**src/design/kpc_pkg.sv**
```systemverilog
// ----------------------------------------------------------------------------
// kpc_pkg
// Types and constants for the key press classifier: phases, event codes,
// register map and reset values.
// ----------------------------------------------------------------------------
package kpc_pkg;

   localparam int unsigned TimeWidthDefault = 16;
   localparam int unsigned CfgWidth         = 16;
   localparam int unsigned CsrAddrWidth     = 4;
   localparam int unsigned CsrDataWidth     = 32;
   localparam int unsigned ReqDataWidth     = 8;
   localparam int unsigned RspDataWidth     = 8;

   localparam logic [CfgWidth-1:0] DebounceReset = 16'd3;
   localparam logic [CfgWidth-1:0] LongReset     = 16'd300;
   localparam logic [CfgWidth-1:0] RepeatReset   = 16'd80;

   typedef enum logic [1:0] {
      PH_IDLE     = 2'd0,
      PH_DEBOUNCE = 2'd1,
      PH_PRESSED  = 2'd2,
      PH_HELD     = 2'd3
   } phase_type;

   typedef enum logic [1:0] {
      EV_NONE   = 2'd0,
      EV_SHORT  = 2'd1,
      EV_LONG   = 2'd2,
      EV_REPEAT = 2'd3
   } event_type;

   typedef enum logic [1:0] {
      REG_DEBOUNCE   = 2'd0,
      REG_LONG       = 2'd1,
      REG_REPEAT     = 2'd2,
      REG_REPEAT_ENA = 2'd3
   } reg_index_type;

endpackage

```
**src/design/key_press_classifier.sv**
```systemverilog
// ----------------------------------------------------------------------------
// key_press_classifier
// Debounces an active-low key sample stream and classifies presses into
// short, long and auto-repeat events, one event code per sample.
// ----------------------------------------------------------------------------
//  channel  direction  beat contents
//  req_*    in         key_level (tdata bit 0), one sample per tick
//  rsp_*    out        key_event (tdata bits 1:0), one per sample
//  csr_*    in/out     debounce, long, repeat interval, repeat enable
//
//  one sample is accepted every cycle while req_tready is high; its event is
//  registered and offered, or held in a skid register while rsp_tready is
//  low, so req_tready drops only once both output registers are full.
//  reset is synchronous: phase to idle, counter to zero, registers to their
//  reset values, both output registers empty.
// ----------------------------------------------------------------------------
module key_press_classifier
   import kpc_pkg::*;
#(
   parameter int unsigned TIME_WIDTH = TimeWidthDefault
) (
   input  logic                    clock,
   input  logic                    reset,
   input  logic                    req_tvalid,
   output logic                    req_tready,
   input  logic [ReqDataWidth-1:0] req_tdata,    // [0] key_level
   output logic                    rsp_tvalid,
   input  logic                    rsp_tready,
   output logic [RspDataWidth-1:0] rsp_tdata,    // [1:0] key_event
   input  logic                    csr_psel,
   input  logic                    csr_penable,
   input  logic                    csr_pwrite,
   input  logic [CsrAddrWidth-1:0] csr_paddr,
   input  logic [CsrDataWidth-1:0] csr_pwdata,
   output logic [CsrDataWidth-1:0] csr_prdata,
   output logic                    csr_pready
);

   localparam int unsigned CmpWidth = (TIME_WIDTH > CfgWidth) ? TIME_WIDTH : CfgWidth;

   logic [CfgWidth-1:0]   debounce_ff;
   logic [CfgWidth-1:0]   long_ff;
   logic [CfgWidth-1:0]   repeat_ff;
   logic                  repeat_ena_ff;

   phase_type             phase_ff, phase_in;
   logic [TIME_WIDTH-1:0] elapsed_ff, elapsed_in;
   event_type             event_in;

   logic                  rsp_valid_ff;
   event_type             rsp_event_ff;
   logic                  skid_valid_ff;
   event_type             skid_event_ff;

   logic                  csr_write;
   reg_index_type         csr_index;
   logic                  req_beat;
   logic                  rsp_beat;
   logic                  pressed;
   logic [TIME_WIDTH-1:0] elapsed_inc;
   logic [CmpWidth-1:0]   elapsed_cmp;

   // configuration registers
   assign csr_pready = 1'b1;
   assign csr_write  = csr_psel & csr_penable & csr_pwrite & csr_pready;
   assign csr_index  = reg_index_type'(csr_paddr[3:2]);

   always_ff @(posedge clock) begin
      if (reset) begin
         debounce_ff   <= DebounceReset;
         long_ff       <= LongReset;
         repeat_ff     <= RepeatReset;
         repeat_ena_ff <= 1'b0;
      end else if (csr_write) begin
         case (csr_index)
            REG_DEBOUNCE:   debounce_ff   <= csr_pwdata[CfgWidth-1:0];
            REG_LONG:       long_ff       <= csr_pwdata[CfgWidth-1:0];
            REG_REPEAT:     repeat_ff     <= csr_pwdata[CfgWidth-1:0];
            REG_REPEAT_ENA: repeat_ena_ff <= csr_pwdata[0];
            default: ;
         endcase
      end
   end

   always_comb begin
      case (csr_index)
         REG_DEBOUNCE:   csr_prdata = CsrDataWidth'(debounce_ff);
         REG_LONG:       csr_prdata = CsrDataWidth'(long_ff);
         REG_REPEAT:     csr_prdata = CsrDataWidth'(repeat_ff);
         REG_REPEAT_ENA: csr_prdata = CsrDataWidth'(repeat_ena_ff);
         default:        csr_prdata = '0;
      endcase
   end

   // classifier
   assign req_tready = ~skid_valid_ff;
   assign req_beat   = req_tvalid & req_tready;
   assign rsp_beat   = rsp_valid_ff & rsp_tready;
   assign pressed    = ~req_tdata[0];

   assign elapsed_inc = (phase_ff != PH_IDLE && elapsed_ff != '1)
                        ? elapsed_ff + 1'b1 : elapsed_ff;
   assign elapsed_cmp = CmpWidth'(elapsed_inc);

   always_comb begin
      phase_in   = phase_ff;
      elapsed_in = elapsed_inc;
      event_in   = EV_NONE;
      case (phase_ff)
         PH_IDLE: begin
            if (pressed) begin
               phase_in   = PH_DEBOUNCE;
               elapsed_in = '0;
            end
         end
         PH_DEBOUNCE: begin
            if (!pressed) begin
               phase_in = PH_IDLE;
            end else if (elapsed_cmp > CmpWidth'(debounce_ff)) begin
               phase_in = PH_PRESSED;
            end
         end
         PH_PRESSED: begin
            if (!pressed) begin
               phase_in = PH_IDLE;
               event_in = EV_SHORT;
            end else if (elapsed_cmp > CmpWidth'(long_ff)) begin
               phase_in   = PH_HELD;
               elapsed_in = '0;
               event_in   = EV_LONG;
            end
         end
         default: begin
            if (!pressed) begin
               phase_in = PH_IDLE;
            end else if (repeat_ena_ff && elapsed_cmp > CmpWidth'(repeat_ff)) begin
               elapsed_in = '0;
               event_in   = EV_REPEAT;
            end
         end
      endcase
   end

   always_ff @(posedge clock) begin
      if (reset) begin
         phase_ff   <= PH_IDLE;
         elapsed_ff <= '0;
      end else if (req_beat) begin
         phase_ff   <= phase_in;
         elapsed_ff <= elapsed_in;
      end
   end

   // output register with skid
   always_ff @(posedge clock) begin
      if (reset) begin
         rsp_valid_ff  <= 1'b0;
         skid_valid_ff <= 1'b0;
      end else if (skid_valid_ff) begin
         if (rsp_beat) begin
            skid_valid_ff <= 1'b0;
         end
      end else if (req_beat) begin
         if (!rsp_valid_ff || rsp_beat) begin
            rsp_valid_ff <= 1'b1;
         end else begin
            skid_valid_ff <= 1'b1;
         end
      end else if (rsp_beat) begin
         rsp_valid_ff <= 1'b0;
      end
   end

   always_ff @(posedge clock) begin
      if (skid_valid_ff) begin
         if (rsp_beat) begin
            rsp_event_ff <= skid_event_ff;
         end
      end else if (req_beat) begin
         if (!rsp_valid_ff || rsp_beat) begin
            rsp_event_ff <= event_in;
         end else begin
            skid_event_ff <= event_in;
         end
      end
   end

   assign rsp_tvalid = rsp_valid_ff;
   assign rsp_tdata  = RspDataWidth'(rsp_event_ff);

   // checks
   a_skid_needs_out: assert property (@(posedge clock) disable iff (reset)
      skid_valid_ff |-> rsp_valid_ff)
      else $error("skid register full while output register empty");

   a_short_from_pressed: assert property (@(posedge clock) disable iff (reset)
      (req_beat && event_in == EV_SHORT) |-> (phase_ff == PH_PRESSED))
      else $error("short event outside pressed phase");

   a_long_restarts: assert property (@(posedge clock) disable iff (reset)
      (req_beat && event_in == EV_LONG) |=> (phase_ff == PH_HELD && elapsed_ff == '0))
      else $error("long event did not enter held phase with cleared count");

   a_repeat_enabled: assert property (@(posedge clock) disable iff (reset)
      (req_beat && event_in == EV_REPEAT) |-> (repeat_ena_ff && phase_ff == PH_HELD))
      else $error("repeat event while repeat disabled or not held");

endmodule

```
**config.mk**
```make
export PLATFORM = sky130hd
export DESIGN_NAME = key_press_classifier
export DESIGN_NICKNAME = d
export VERILOG_FILES = /design/src/design/kpc_pkg.sv /design/src/design/key_press_classifier.sv
export SDC_FILE = /design/constraint.sdc
export NUM_CORES = 1
export LEC_CHECK = 0
export BUFFER_PORTS_ARGS = -buffer_cell sky130_fd_sc_hd__clkbuf_2
export CAP_MARGIN = 0
export CORE_ASPECT_RATIO = 2
export CORE_UTILIZATION = 45
export CTS_CLUSTER_SIZE = 40
export DETAILED_ROUTE_END_ITERATION = 10
export PLACE_DENSITY = 0.73
export SLEW_MARGIN = 10
export SYNTH_ARGS = -nofsm -noshare
export SYNTH_HDL_FRONTEND = slang
export SYNTH_SLANG_ARGS = --single-unit
```
**constraint.sdc**
```tcl
create_clock -name clock -period 6.5 [get_ports clock]
set_input_delay 1.95 -clock clock [delete_from_list [all_inputs] [get_ports clock]]
set_output_delay 1.95 -clock clock [all_outputs]
set_load 0.01 [all_outputs]
```
==> reports/qor.yml <==
sta:
  final_hold_viol_count: 0
  hold_ws_ns: 0.4729
  finClkSkew_ns: 0.005304
  rsz0062_at_grt: "no"
  fin_crit_sh_pct: 81.19
  fmax_mhz: 189.5
  fin_crit_ns: 5.278
  tns_ns: 0
  finalMaxSlewViolations: 0
  setup_viol: 0
  worst_pin_slew_ns: 1.219
  maxSlewHeadroom_pct: 18.29
status:
  status: "finished, final reports clean"
worst_setup_path:
  worstPathArrival_ns: 3.33
  end_kind: "primary output"
  worstSetupStartpointType: "input pin"
  rr_startpoint: "elapsed_ff[0]"
  rr_worst_depth: 18
  crit_required_ns: 4.55
  reg2reg_to: "elapsed_ff[0]"
  reg2reg_slack_ns: 1.64
  path_max_fanout: 12
  critPathKind: "in -> out"
synth:
  ys_seq_area_share_pct: 31.17
  synthArstFlopShare_pct: 0
  synth_area_leader_cell: "dfxtp_1"
  synth_edf_count: 4
  ys.flop_type: "dfxtp_1"
  synth.avg_cell_area_sq_um: 7.695
  synth-seq-cells: 73
  ys_types: 59
  yosysTopAreaCellShare_pct: 28.68
  synthCells: 626
  yosys_warnings: 0
  synthTopCellsByArea: "dfxtp_1 29%, ha_1 12%, nand2_1 11%"
  synth_area_sq_mm: 0.004817
floorplan:
  dieArea_sq_mm: 0.01115
  pin_count: 94
  die_w_microns: 75.16
  core-area_sq_mm: 0.01048
  start_util_pct: 45.98
  die_y_microns: 148.3
  rows: 53
hold_path:
  holdPathStages: 2
  hp-class: "reg -> reg"
  holdPathEnd: "debounce_ff[14]"
  hold_start: "debounce_ff[14]"
cells_and_area:
  syn_to_final_growth_pct: 11.40
  utilization_pct: 51.22
  final_cells: 803
  mostFrequentLayoutCells: "145 x nand2_1, 69 x dfxtp_1, 60 x inv_1"
  drive_gt1_share_pct: 13.51
  fin_nets: 759
  layout_commonest_cell: "nand2_1"
  num_antenna_cells: 0
grt:
  grt_pass1_vias: 4396
  overflow: 0
  grt_max_degree: 48
  grt_use_met2_pct: 45.41
  grt_util_met3_pct: 4.268
  antenna_found_initial: 0
  grtUsageMet1_pct: 25.65
  top_usage_layer: "met2"
  grt_pass1_wl_microns: 20930
  grt_util_all_layers_pct: 25.19
pwr:
  cellPowerDensity_mw_per_mm2: 203.8
  pwr-share-seq_pct: 43.5
  ir_worst_vdd_uv: 191.3
  internal_power_uw: 815.4
  combPwrFrac_pct: 11.4
  clockPowerShare_pct: 45.1
  leakage_uw: 0.002312
  p_sw_share_pct: 25.43
  power.switching_uw: 278.1
  total_power_uw: 1094
placed_design:
  dpl.cell_count: 788
  io_buffers: 45
  gp_congestion: 0.9318
  hpwlAfterDp_microns: 10090
detailed_routing:
  first_iter_violations: 302
  viasPerCell: 5.440
  wire_per_inst_microns: 16.13
  num_vias: 4368
  ant_nets: 0
  drc: 0
  drt_pass1_iterations: 6
  routed_wl_microns: 12950
clock_network:
  root_buffer: "clkbuf_16"
  post_cts_resized: 0
  cts_buffers: 9
  clk_pin_slew_ns: 0.06
  clockBufferDepth: 2
  cts_setup_buffers: 0
  hold_buffers: 0
  ctsHtreeMaxLevel: 3
  insertion_delay_ns: 0.34
  cts.sinks: 73
  cts_tree: "built"
flow_run:
  maxCapViolations: 0
==> area by class of cell <==
type	instances	area [sq um]
clock inverter	3	22.52
clock buffer	12	277.8
timing repair buffer	50	262.8
sequential	73	1501
multi-input combinational	466	2898
fill	1064	5111
tap	137	171.4
inverter	62	232.7
==> flip-flops by register name, indices dropped and copies added (netlist names) <==
register       cells
skid_event_ff      2
rsp_event_ff       2
repeat_ff         16
rsp_tvalid         1
elapsed_ff        16
repeat_ena_ff      1
skid_valid_ff      1
debounce_ff       16
phase_ff           2
long_ff           16
==> per-layer routing <==
layer / routed length (microns) / share of wire [%] / vias up
met4: 683 / 5.3 / 0
met5: 0 / 0 / -
li1: - / - / 2151
met3: 486 / 3.8 / 40
met1: 4789 / 37 / 2038
met2: 6993 / 54 / 139
==> Yosys cell counts, drive strengths merged, types with 2 or more instances <==
master,instances
a211oi,2
a21o,10
a21oi,59
a31oi,2
and2,2
buf,28
clkbuf,18
conb,2
dfxtp,69
edfxtp,4
ha,46
inv,62
mux2,3
mux2i,16
nand2,145
nand2b,8
nand3,14
nand4,15
nor2,22
nor2b,6
nor3,3
nor3b,2
nor4,4
o211ai,10
o21a,2
o21ai,31
o221ai,2
o31a,3
o41ai,3
or2,4
or3,2
xnor2,8
xnor3,2
xor2,4
==> critical path, stage by stage <==
cell and delay, ns:
clkbuf_2 0.24, nor2b_1 0.44, buf_4 0.30, nand2_1 0.07, o21ai_0 0.13, clkbuf_2 0.19
==> kinds of logic (layout without fill, tap and decap cells) <==
group / Yosys count / after routing / share of synthesized area, %
fa+ha+maj: 46 / 46 / 11.95
simple gates: 231 / 231 / 21.53
xor+xnor: 14 / 14 / 3.221
flops: 73 / 73 / 31.17
buf+inv: 108 / 127 / 10.52
other cells: 2 / 23 / 0.1559
compound gates: 132 / 132 / 16.96
mux: 20 / 20 / 4.493
==> per-stage QoR <==
stage	instance area (sq um)	setup WS (ns)
final	5366	1.222
after global routing	5366	1.136
after CTS	5366	1.215
after detailed placement	5066	1.221
after global placement	5066	1.260
after floorplan	4896	1.313
==> worst max-delay path by stage <==
stage               slack, ns    startpoint             end
floorplan                1.31  csr_paddr[3]  csr_prdata[13]
global placement         1.26  csr_paddr[3]   csr_prdata[6]
detailed placement       1.22  csr_paddr[3]  csr_prdata[13]
CTS                      1.21  csr_paddr[3]  csr_prdata[13]
global route             1.14  csr_paddr[3]  csr_prdata[13]
finish                   1.22  csr_paddr[3]   csr_prdata[8]
==> power groups by stage <==
stage | sequential, uW | clock, uW | combinational (uW)
final | 476 | 493 | 125
after detailed placement | 485 | 0 | 124
after floorplan | 478 | 0 | 107
after CTS | 476 | 497 | 124
after global routing | 477 | 516 | 136
after global placement | 485 | 0 | 119
Note: power is estimated with default switching activity, not from simulation.
